## src/design/subarray_xor_below_limit_counter_top_assert.svh

```systemverilog
// ----------------------------------------------------------------------------
// assertion macros for the subarray xor counter
// concurrent checks on the rising clock, held off while reset is asserted
// ----------------------------------------------------------------------------
`ifndef SUBARRAY_XOR_BELOW_LIMIT_COUNTER_TOP_ASSERT_SVH
`define SUBARRAY_XOR_BELOW_LIMIT_COUNTER_TOP_ASSERT_SVH

// same-cycle implication
`define SXBL_ASSERT_NOW(lbl, ante, cons, msg) \
  lbl: assert property (@(posedge clk_i) disable iff (!rst_ni) (ante) |-> (cons)) \
    else $error(msg);

// next-cycle implication
`define SXBL_ASSERT_NEXT(lbl, ante, cons, msg) \
  lbl: assert property (@(posedge clk_i) disable iff (!rst_ni) (ante) |=> (cons)) \
    else $error(msg);

`endif

```

## src/design/sxbl_pkg.sv

```systemverilog
// ----------------------------------------------------------------------------
// sxbl_pkg
// shared widths and the command / status bundles between controller and
// datapath
// ----------------------------------------------------------------------------
`timescale 1ns / 1ps

package sxbl_pkg;

  localparam int unsigned ELEM_W    = 20;
  localparam int unsigned LIMIT_W   = 20;
  localparam int unsigned CNT_OUT_W = 11;
  localparam int unsigned TOTAL_W   = 20;

  typedef struct packed {
    logic init_root;
    logic accept;
    logic clear_seq;
    logic ins_begin;
    logic ins_fresh;
    logic ins_load;
    logic ins_walk;
    logic ins_wb;
    logic pfx;
    logic q_begin;
    logic q_chk;
    logic q_cnt;
    logic tot;
    logic load_out;
  } sxbl_cmd_t;

  typedef struct packed {
    logic ins_blocked;
    logic ins_exists;
    logic walk_done;
    logic lvl_zero;
    logic limit_hi;
    logic q_need_cnt;
    logic qchk_stop;
    logic qcnt_stop;
    logic out_free;
  } sxbl_sts_t;

endpackage

```

## src/design/sxbl_ctrl.sv

```systemverilog
// ----------------------------------------------------------------------------
// sxbl_ctrl
// sequencer: start clearing, query walk, total update, insert walk and
// result hand-off
// ----------------------------------------------------------------------------
`timescale 1ns / 1ps

module sxbl_ctrl
  import sxbl_pkg::*;
(
  input  logic      clk_i,
  input  logic      rst_ni,
  input  logic      in_valid_i,
  output logic      in_ready_o,
  input  logic      start_sequence_i,
  input  sxbl_sts_t sts_i,
  output sxbl_cmd_t cmd_o
);

  typedef enum logic [12:0] {
    ST_INIT  = 13'b0000000000001,
    ST_IDLE  = 13'b0000000000010,
    ST_CLR   = 13'b0000000000100,
    ST_ICHK  = 13'b0000000001000,
    ST_ILOAD = 13'b0000000010000,
    ST_IWALK = 13'b0000000100000,
    ST_IWB   = 13'b0000001000000,
    ST_PFX   = 13'b0000010000000,
    ST_QBEG  = 13'b0000100000000,
    ST_QCHK  = 13'b0001000000000,
    ST_QCNT  = 13'b0010000000000,
    ST_TOT   = 13'b0100000000000,
    ST_OUT   = 13'b1000000000000
  } sxbl_state_e;

  sxbl_state_e state_q, state_d;
  // set once the query is done: the insert under way is the new prefix
  logic second_q, second_d;

  always_comb begin
    state_d  = state_q;
    second_d = second_q;
    cmd_o    = '0;
    case (state_q)
      ST_INIT: begin
        cmd_o.init_root = 1'b1;
        state_d         = ST_IDLE;
      end
      ST_IDLE: begin
        if (in_valid_i) begin
          cmd_o.accept = 1'b1;
          second_d     = 1'b0;
          state_d      = start_sequence_i ? ST_CLR : ST_PFX;
        end
      end
      ST_CLR: begin
        cmd_o.clear_seq = 1'b1;
        state_d         = ST_ICHK;
      end
      ST_ICHK: begin
        cmd_o.ins_begin = 1'b1;
        cmd_o.ins_fresh = !second_q;
        if (sts_i.ins_blocked) begin
          state_d = second_q ? ST_OUT : ST_PFX;
        end else if (second_q) begin
          state_d = ST_ILOAD;
        end else begin
          state_d = ST_IWALK;
        end
      end
      ST_ILOAD: begin
        cmd_o.ins_load = 1'b1;
        state_d        = sts_i.walk_done ? ST_IWB : ST_IWALK;
      end
      ST_IWALK: begin
        cmd_o.ins_walk = 1'b1;
        if (sts_i.ins_exists) begin
          state_d = ST_ILOAD;
        end else if (sts_i.lvl_zero) begin
          state_d = ST_IWB;
        end
      end
      ST_IWB: begin
        cmd_o.ins_wb = 1'b1;
        state_d      = second_q ? ST_OUT : ST_PFX;
      end
      ST_PFX: begin
        cmd_o.pfx = 1'b1;
        state_d   = ST_QBEG;
      end
      ST_QBEG: begin
        cmd_o.q_begin = 1'b1;
        state_d       = sts_i.limit_hi ? ST_TOT : ST_QCHK;
      end
      ST_QCHK: begin
        cmd_o.q_chk = 1'b1;
        if (sts_i.q_need_cnt) begin
          state_d = ST_QCNT;
        end else if (sts_i.qchk_stop) begin
          state_d = ST_TOT;
        end
      end
      ST_QCNT: begin
        cmd_o.q_cnt = 1'b1;
        state_d     = sts_i.qcnt_stop ? ST_TOT : ST_QCHK;
      end
      ST_TOT: begin
        cmd_o.tot = 1'b1;
        second_d  = 1'b1;
        state_d   = ST_ICHK;
      end
      ST_OUT: begin
        if (sts_i.out_free) begin
          cmd_o.load_out = 1'b1;
          state_d        = ST_IDLE;
        end
      end
      default: begin
        state_d = ST_INIT;
      end
    endcase
  end

  assign in_ready_o = (state_q == ST_IDLE);

  always_ff @(posedge clk_i or negedge rst_ni) begin
    if (!rst_ni) begin
      state_q  <= ST_INIT;
      second_q <= 1'b0;
    end else begin
      state_q  <= state_d;
      second_q <= second_d;
    end
  end

endmodule

```

## config.mk

```make
export PLATFORM = sky130hd
export DESIGN_NAME = sxbl_ctrl
export DESIGN_NICKNAME = d
export VERILOG_FILES = /design/src/design/subarray_xor_below_limit_counter_top_assert.svh /design/src/design/sxbl_pkg.sv /design/src/design/sxbl_ctrl.sv
export SDC_FILE = /design/constraint.sdc
export NUM_CORES = 1
export LEC_CHECK = 0
export ABC_AREA = 1
export BUFFER_PORTS_ARGS = -buffer_cell sky130_fd_sc_hd__buf_2
export CAP_MARGIN = 15
export CORE_MARGIN = 2
export CORE_UTILIZATION = 40
export DETAILED_ROUTE_END_ITERATION = 8
export SKIP_CTS_REPAIR_TIMING = 1
export SLEW_MARGIN = 10
export SYNTH_ARGS = -nofsm -noshare
export SYNTH_HDL_FRONTEND = slang
export SYNTH_SLANG_ARGS = --single-unit
export TNS_END_PERCENT = 1
```

## constraint.sdc

```tcl
create_clock -name clk_i -period 4.2 [get_ports clk_i]
set_input_delay 1.26 -clock clk_i [delete_from_list [all_inputs] [get_ports clk_i]]
set_output_delay 1.26 -clock clk_i [all_outputs]
set_load 0.01 [all_outputs]
```

# After elaboration in Yosys (flattened, before gate mapping)
# Index checks and enable logic that the tools add are counted.
[classes] n_reduce_logical=5 n_mux=31 n_eq_ne=17
[ops] operator="$pmux W13 S12" count=1
[ops] operator="$mux W13" count=8
[ops] operator="$mux W12" count=2
[ops] operator="$mux W1" count=15
[ops] operator="$eq A13 B1 Y1 const B" count=1
[ops] operator="$eq A13 B10 Y1 const B" count=1
[ops] operator="$eq A13 B11 Y1 const B" count=1
[ops] operator="$eq A13 B12 Y1 const B" count=1
[ops] operator="$eq A13 B13 Y1 const B" count=1
[ops] operator="$eq A13 B2 Y1 const B" count=1
[ops] operator="$eq A13 B3 Y1 const B" count=1
[ops] operator="$eq A13 B4 Y1 const B" count=1
[ops] operator="$eq A13 B5 Y1 const B" count=1
[ops] operator="$eq A13 B6 Y1 const B" count=1
[ops] operator="$eq A13 B7 Y1 const B" count=1
[ops] operator="$eq A13 B8 Y1 const B" count=1
[ops] operator="$eq A13 B9 Y1 const B" count=1
[ops] operator="$mux W8" count=1
[ops] operator="$mux W7" count=1
[ops] operator="$mux W6" count=1
[ops] operator="$ne A3 B3 Y1 const B" count=2
[ops] operator="$ne A2 B2 Y1 const B" count=2
[ops] operator="$reduce_and A4 Y1" count=1
[ops] operator="$mux W2" count=1
[ops] operator="5 further kinds" count=5
[word_totals] wordCells=55 regBits=14 in_bits=13 output_inout_bits=15

# Longest topological paths before layout
# Gate-level depths: netlist (run 1).
[depth] depth_word=3 depth_mapped=11 depth_no_buf=11

# Least setup slack after synthesis (run 1)
# OpenSTA, ideal clock, no wires.
[synth_path] kind="input-to-output" startpoint="input in_valid_i" endpoint="output cmd_o[12] in the netlist's numbering" slack_ps=1456 t_required_ps=2940 n_path_buf=0 stages=2 arrival_time_ps=1484 cell_sequence="inv_1 -> nor2_1"
[synth_rtl] element="start, declared" line_no="sxbl_ctrl.sv:13" rtl="input logic in_valid_i,"
[synth_rtl] element="end, declared" line_no="sxbl_ctrl.sv:17" rtl="output sxbl_cmd_t cmd_o"

==> impl_metrics.json, run 1 <==
{
  "ys_types": 27,
  "vdd_drop_max_mv": 0.225,
  "min_period_ns": 2.90,
  "drtIter0Drc": 36,
  "hold_path_startpoint": "second_q",
  "hold_viol_final": 0,
  "drv_slew": 0,
  "drc": 0,
  "maxCapViolCount": 0,
  "crit_required_ns": 2.94,
  "hold_depth": 3,
  "r2r_start": "state_q[9]",
  "multiInputGateArea_um2": 539,
  "tightest_slew_ns": 0.319,
  "viasPerCell": 4.70,
  "design_area_mm2": 0.00122,
  "synth.ff_latch_count": 14,
  "core_area_mm2": 0.00245,
  "yosysSeqAreaShare_pct": 34.4,
  "antennaDiodeCount": 0,
  "mostFrequentLayoutCells": "inv_1 (28), nand2_1 (27), buf_2 (27), nor2_1 (21), dfrtp_1 (13)",
  "grt_overflow_total": 0,
  "synth_fa_ha_area_share_pct": 0,
  "clk_latency_ns": 0.28,
  "antenna_found_initial": 0,
  "postPlaceCellArea_mm2": 0.00119,
  "die_area_mm2": 0.00298,
  "drive_above_1_share_pct": 33.1,
  "num_vias": 964,
  "synth_compound_gate_area_share_pct": 6.12,
  "cpMaxStageDelayCell": "buf_2",
  "r2r_slack_ns": 2.67,
  "ant_nets": 0,
  "r2r_cells": 8,
  "num_io_pins": 28,
  "firstDrtPassIters": 4,
  "clk_path_buf_depth": 2,
  "wl_per_cell_um": 11.6,
  "place_congestion": 0.823,
  "r2r-end": "state_q[1]",
  "io_buffers": 27,
  "final_common_cell": "inv_1",
  "crit_type": "in2out",
  "critical_path_arrival_ns": 1.64,
  "drt-total-wl_um": 2370,
  "power.total_mw": 0.511,
  "syn_area_per_cell_um2": 7.05,
  "yosys.area_share.simple_pct": 46.6,
  "cp_max_fo": 2,
  "pwr_density_cell_mw_per_mm2": 417,
  "worstSetupEndpointType": "primary output",
  "syn-cell-area_mm2": 0.00102,
  "dp_cells": 201,
  "grt_max_degree": 15,
  "synthCells": 145,
  "ys_warn_count": 0,
  "initial_core_util_pct": 41.6,
  "synth-xor-area-share_pct": 0,
  "fmax_mhz": 345,
  "fillers": 249,
  "clock-sinks": 14,
  "num_rows": 18,
  "worst_slack_ns": 1.30,
  "fin_skew_ns": 0.00400,
  "area.growth.synth_to_final_pct": 19.7,
  "die_h_um": 54.6,
  "period_share_pct": 69.0,
  "fin_tns_setup_ns": 0,
  "dp_hpwl_um": 1990,
  "synth_top_family_by_area": "simple AND/OR/NAND/NOR gates",
  "grt_pass1_vias": 908,
  "htree_levels": 1,
  "setup_viol": 0,
  "seqCellArea_um2": 352,
  "slew_headroom_pct": 78.7,
  "grtUsageTotal_pct": 19.0,
  "synthMuxAreaShare_pct": 0,
  "status": "complete, no violations",
  "dieWidth_um": 54.6,
  "worstPathCellList": "buf_2, inv_1, nor2_1, buf_2",
  "hp-class": "reg2reg",
  "cts-root-buf": "clkbuf_4",
  "final_net_count": 189,
  "min_to": "state_q[5]",
  "power_leakage_nw": 0.769,
  "slowest_delay_ns": 0.15,
  "synthesis.nets": 158,
  "fin_cells": 205,
  "grt_first_pass_wirelength_um": 3910,
  "crit_path_start_kind": "input port",
  "tritoncts": "yes",
  "crit_path_frequent_cell": "buf_2",
  "clkSlewWorstSetupHoldPaths_ns": 0.09,
  "post-place-ws_ns": 1.30,
  "cts_made_buffers": 3,
  "rsz0062_at_grt": "false"
}
==> cell type report <==
type                            instances  share of cell area (%)
Clock buffer                            4                    2.97
Inverter                               33                    10.1
Multi-Input combinational cell         97                    44.1
Sequential cell                        14                    28.7
Tap cell                               30                    3.07
Timing Repair Buffer                   27                    11.0
==> worst max path at each step <==
stage                           from        end  slack [ns]
after floorplan           in_valid_i  cmd_o[12]        1.46
after CTS                 in_valid_i  cmd_o[12]        1.30
after detailed placement  in_valid_i  cmd_o[12]        1.30
after global routing      state_q[8]   cmd_o[9]        1.17
final                     in_valid_i  cmd_o[12]        1.30
after global placement    in_valid_i  cmd_o[12]        1.32
==> critical path, delay by kind of cell <==
kind                   cells  cell delay, ns
buffers and inverters      3            0.26
and+or+nand+nor            1            0.12
==> cells by family after synthesis <==
family | count (synthesis)
AO/OA/AOI/OAI | 10
flip-flops | 14
AND/OR/NAND/NOR | 87
buffers and inverters | 34
==> power by group <==
part	internal (mW)	switching, mW
clock	0.0527	0.0451
combinational	0.0825	0.153
sequential	0.159	0.0175
==> Yosys cell counts, drive strengths merged <==
cell type	n	share of area, %
nor3	3	1.5
and3	1	0.61
o221ai	1	0.86
nor2	33	17
a21oi	3	1.5
nand2	31	13
dfstp	1	2.6
and2	3	1.8
clkinv	2	0.73
nand3	12	8.1
o211ai	2	1.5
nor3b	1	0.73
buf	1	0.73
nand4	3	3.7
o21ai	4	2.3
dfrtp	13	32
inv	31	11
==> state kept, by name, summed over array words and instances, names as in the netlist <==
register / flops
state_q: 13
second_q: 1
==> routing by layer <==
metal	vias to the layer above	part of all wire (%)	track usage (%)	routed length, µm
met3	4	4.0	1.64	94
met4	0	1.3	7.50	32
met2	26	50	32.7	1200
met1	424	44	24.4	1050
met5	-	0	0	0
li1	510	-	-	-
==> through the flow <==
stage          util, %  hold slack (ns)
6_report          49.8            0.608
5_1_grt           49.8            0.661
4_1_cts           49.8            0.614
3_5_place_dp      48.4            0.604
3_3_place_gp      48.4            0.583
2_1_floorplan        -            0.554
No activity file was read; power rests on OpenSTA's default activity.
==> run 2, diff against run 1 <==
--- a/config.mk
+++ b/config.mk
@@ -11,6 +11,7 @@
 export CORE_MARGIN = 2
 export CORE_UTILIZATION = 40
 export DETAILED_ROUTE_END_ITERATION = 8
+export PLACE_DENSITY = 0.66
 export SKIP_CTS_REPAIR_TIMING = 1
 export SLEW_MARGIN = 10
 export SYNTH_ARGS = -nofsm -noshare
==> constraint.sdc (replaced) <==
create_clock -name clk_i -period 2.55 [get_ports clk_i]
set_input_delay 0.765 -clock clk_i [delete_from_list [all_inputs] [get_ports clk_i]]
set_output_delay 0.765 -clock clk_i [all_outputs]
set_load 0.01 [all_outputs]
==> impl_metrics.json, run 2 (synthesized netlist as in run 1, its figures left out) <==
{
  "period_share_pct": 90.9,
  "cts-root-buf": "clkbuf_4",
  "seqCellArea_um2": 352,
  "worst_slack_ns": 0.231,
  "area.growth.synth_to_final_pct": 19.7,
  "pwr-share-clk_pct": 19.1,
  "crit_path_start": "state_q[8]",
  "grt_first_pass_wirelength_um": 3790,
  "viasPerCell": 4.62,
  "r2r_cells": 8,
  "slowest_delay_ns": 0.42,
  "crit_path_start_kind": "flop",
  "crit_type": "reg2out",
  "worstSetupEndpointType": "primary output",
  "reg_top3": "state_q (13), second_q (1)",
  "die_area_mm2": 0.00298,
  "maxCapViolCount": 0,
  "core_area_mm2": 0.00245,
  "vdd_drop_max_mv": 0.433,
  "comb_power_share_pct": 46.0,
  "hold_viol_final": 0,
  "drtIter0Drc": 30,
  "worstPathCellList": "nor2_2, nand3_2, nor2_2, nand2_1, nor2_2, buf_2",
  "dieWidth_um": 54.6,
  "wl_per_cell_um": 10.9,
  "clk_path_buf_depth": 2,
  "power_leakage_nw": 0.769,
  "rsz0062_at_grt": "false",
  "status": "complete, no violations",
  "num_io_pins": 28,
  "clock-sinks": 14,
  "final_common_cell": "inv_1",
  "r2r_start": "state_q[8]",
  "hp-class": "in2async",
  "tritoncts": "yes",
  "antennaDiodeCount": 0,
  "fin_util_pct": 49.8,
  "slew_headroom_pct": 78.3,
  "fin_tns_setup_ns": 0,
  "place_congestion": 0.839,
  "num_vias": 947,
  "pwr_density_cell_mw_per_mm2": 681,
  "net-switching-power_mw": 0.348,
  "largest_register_ffs": 13,
  "antenna_found_initial": 0,
  "grtUsageTotal_pct": 17.9,
  "cts_made_buffers": 3,
  "fmax_mhz": 431,
  "htree_levels": 1,
  "drc": 0,
  "p_int_mw": 0.485,
  "ant_nets": 0,
  "clk_latency_ns": 0.28,
  "io_buffers": 27,
  "cp_max_fo": 4,
  "dp_cells": 201,
  "drive_above_1_share_pct": 33.1,
  "mostFrequentLayoutCells": "inv_1 (28), nand2_1 (27), buf_2 (27), nor2_1 (21), dfrtp_1 (13)",
  "final_net_count": 189,
  "grt_overflow_total": 0,
  "drv_slew": 0,
  "cpMaxStageDelayCell": "dfrtp_1",
  "switching_share_pct": 41.8,
  "multiInputGateArea_um2": 539,
  "die_h_um": 54.6,
  "crit_path_frequent_cell": "nor2_2",
  "dp_hpwl_um": 1900,
  "tightest_slew_ns": 0.325,
  "post-place-ws_ns": 0.536,
  "fin_cells": 205,
  "min_period_ns": 2.32,
  "fin_skew_ns": 0.00271,
  "grt_max_degree": 15,
  "setup_viol": 0,
  "pwr-share-seq_pct": 34.9,
  "fillers": 262,
  "drt-total-wl_um": 2230,
  "clkSlewWorstSetupHoldPaths_ns": 0.09,
  "max_flop_register": "state_q",
  "grt_pass1_vias": 923,
  "firstDrtPassIters": 4,
  "crit_required_ns": 1.79,
  "num_rows": 18,
  "initial_core_util_pct": 41.6,
  "critical_path_arrival_ns": 1.55
}
run 2: cell counts in the layout (fill, tap and decap cells not counted):
No cell type changed its count.
run 2: critical path, delay by kind of cell (launching register included):
family | cells | cell delay (ns)
and+or+nand+nor | 5 | 0.71
DFF | 1 | 0.42
buffers and inverters | 1 | 0.15
run 2: through the flow:
| step | hold slack, ns | instance area [µm²] | total power, mW |
|---|---|---|---|
| after global placement | 0.586 | 1190 | 0.684 |
| after global routing | 0.372 | 1220 | 0.914 |
| final | 0.371 | 1220 | 0.833 |
| after floorplan | 0.469 | 1020 | 0.584 |
| after CTS | 0.369 | 1220 | 0.847 |
| after detailed placement | 0.593 | 1190 | 0.684 |
run 2: final timing paths:
path / end / slack, ns
max in group asynchronous: state_q[0] / 1.89
hold reg to reg: state_q[1] / 0.61
hold / removal: state_q[5] / 0.37
setup reg to reg: state_q[1] / 1.07
min in group clk_i: state_q[1] / 0.61
setup / recovery: cmd_o[9] / 0.23
run 2: layout make-up:
type                    count  area share [%]
clock buffers               4            2.97
inverters                  33            10.1
multi-input cells          97            44.1
flip-flops and latches     14            28.7
well taps                  30            3.07
repair buffers             27            11.0
run 2: routing by layer:
layer / global-route usage [%] / up-vias / part of all wire, %
met5: 0 / - / 0
met4: 6.25 / 0 / 0.54
met3: 1.64 / 2 / 3.5
met2: 32.1 / 16 / 51
met1: 22.3 / 427 / 44
li1: - / 502 / -
run 2: power by group through the flow:
stage	sequential [mW]	clock [mW]	combinational, mW
finish	0.291	0.159	0.383
global route	0.296	0.175	0.443
CTS	0.291	0.166	0.390
detailed placement	0.295	0	0.389
global placement	0.296	0	0.389
floorplan	0.290	0	0.294
==> run 3, diff against run 2 <==
--- a/config.mk
+++ b/config.mk
@@ -9,9 +9,9 @@
 export BUFFER_PORTS_ARGS = -buffer_cell sky130_fd_sc_hd__buf_2
 export CAP_MARGIN = 15
 export CORE_MARGIN = 2
-export CORE_UTILIZATION = 40
+export CORE_UTILIZATION = 46
 export DETAILED_ROUTE_END_ITERATION = 8
-export PLACE_DENSITY = 0.66
+export PLACE_DENSITY = 0.77
 export SKIP_CTS_REPAIR_TIMING = 1
 export SLEW_MARGIN = 10
 export SYNTH_ARGS = -nofsm -noshare
==> impl_metrics.json, run 3 (synthesized netlist as in run 1, its figures left out) <==
{
  "clk_path_buf_depth": 2,
  "firstDrtPassIters": 4,
  "drc": 0,
  "crit_type": "reg2out",
  "hold_viol_final": 0,
  "mostFrequentLayoutCells": "inv_1 (28), nand2_1 (27), buf_2 (27), nor2_1 (21), dfrtp_1 (13)",
  "cp_max_fo": 4,
  "design_area_mm2": 0.00121,
  "die_area_mm2": 0.00262,
  "fillers": 207,
  "final_common_cell": "inv_1",
  "place_congestion": 0.854,
  "maxCapViolCount": 0,
  "net-switching-power_mw": 0.353,
  "period_share_pct": 90.8,
  "grtUsageTotal_pct": 20.1,
  "fin_tns_setup_ns": 0,
  "grt_first_pass_wirelength_um": 3880,
  "hp-class": "in2async",
  "wl_per_cell_um": 11.3,
  "crit_path_start_kind": "flop",
  "reg_top3": "state_q (13), second_q (1)",
  "initial_core_util_pct": 47.6,
  "drv_slew": 0,
  "die_h_um": 51.1,
  "antennaDiodeCount": 0,
  "final_net_count": 189,
  "vdd_drop_max_mv": 0.375,
  "p_int_mw": 0.459,
  "dp_hpwl_um": 1960,
  "cts_made_buffers": 3,
  "worstPathCellList": "nor2_2, nand3_2, nor2_2, nand2_1, nor2_2, buf_2",
  "postPlaceCellArea_mm2": 0.00118,
  "post-place-ws_ns": 0.532,
  "critical_path_arrival_ns": 1.55,
  "met2_usage_pct": 36.6,
  "clk_latency_ns": 0.28,
  "fmax_mhz": 432,
  "num_io_pins": 28,
  "cpMaxStageDelayCell": "dfrtp_1",
  "cts-root-buf": "clkbuf_4",
  "pwr-share-seq_pct": 35.9,
  "antenna_found_initial": 0,
  "core_area_mm2": 0.00215,
  "grt_overflow_total": 0,
  "grt.met3_usage_pct": 2.34,
  "pwr-share-clk_pct": 16.6,
  "clock-sinks": 14,
  "ant_nets": 0,
  "io_buffers": 27,
  "globalRouteMet1Util_pct": 22.9,
  "clkSlewWorstSetupHoldPaths_ns": 0.08,
  "crit_required_ns": 1.79,
  "power.total_mw": 0.813,
  "slew_headroom_pct": 78.4,
  "worst_slack_ns": 0.233,
  "crit_path_frequent_cell": "nor2_2",
  "grt_pass1_vias": 929,
  "htree_levels": 1,
  "comb_power_share_pct": 47.5,
  "worstSetupEndpointType": "primary output",
  "max_flop_register": "state_q",
  "setup_viol": 0,
  "largest_register_ffs": 13,
  "num_vias": 999,
  "fin_hold_ws_ns": 0.363,
  "tightest_slew_ns": 0.324,
  "power_leakage_nw": 0.763,
  "area.growth.synth_to_final_pct": 18.5,
  "rsz0062_at_grt": "false",
  "min_period_ns": 2.32,
  "status": "complete, no violations",
  "pwr_density_cell_mw_per_mm2": 671,
  "num_rows": 17,
  "fin_skew_ns": 0.000337,
  "busiest_layer": "met2",
  "drt-total-wl_um": 2300,
  "switching_share_pct": 43.5,
  "slowest_delay_ns": 0.40,
  "drtIter0Drc": 25,
  "grt_max_degree": 15,
  "viasPerCell": 4.92,
  "drive_above_1_share_pct": 32.6,
  "dieWidth_um": 51.1,
  "tritoncts": "yes"
}
[run 3: cell counts in the layout (fill, tap and decap cells not counted)]
Identical to the previous run, type by type.
[run 3: metal layers]
layer / vias to the layer above / share of wire [%]
li1: 504 / -
met3: 5 / 5.4
met5: - / 0
met2: 26 / 51
met1: 464 / 42
met4: 0 / 1.8
[run 3: final cells by class]
class                      count  area [µm²]  area share (%)
sequential                    14         352            29.0
multi-input combinational     97         539            44.5
clock buffer                   4        26.3            2.17
tap                           28        35.0            2.89
inverter                      33         124            10.2
timing repair buffer          27         135            11.2
[run 3: per-stage QoR]
stage	util (%)	instances
2_1_floorplan	-	145
3_3_place_gp	55.2	199
3_5_place_dp	55.2	199
4_1_cts	56.4	203
5_1_grt	56.4	203
6_report	56.4	203
[run 3: worst max-delay path: cells and delay by family, from the launching register on]
| kind | cells | cell delay, ns |
|---|---|---|
| flops | 1 | 0.40 |
| simple gates | 5 | 0.72 |
| buf+inv | 1 | 0.15 |
[run 3: worst paths after layout]
path,from,to,slack (ns),cells after the start
max,state_q[9],cmd_o[9],0.23,6
min,rst_ni,state_q[1],0.36,1
max reg2reg,state_q[9],state_q[1],1.06,8
min reg2reg,second_q,state_q[5],0.62,3
max in group asynchronous,rst_ni,state_q[0],1.90,1
min in group clk_i,second_q,state_q[5],0.62,3
[run 3: power by group through the flow]
stage          combinational [mW]  sequential [mW]  clock (mW)
5_1_grt                     0.433            0.297       0.150
4_1_cts                     0.389            0.292       0.138
3_5_place_dp                0.387            0.296           0
3_3_place_gp                0.386            0.295           0
6_report                    0.386            0.292       0.135
2_1_floorplan               0.294            0.290           0
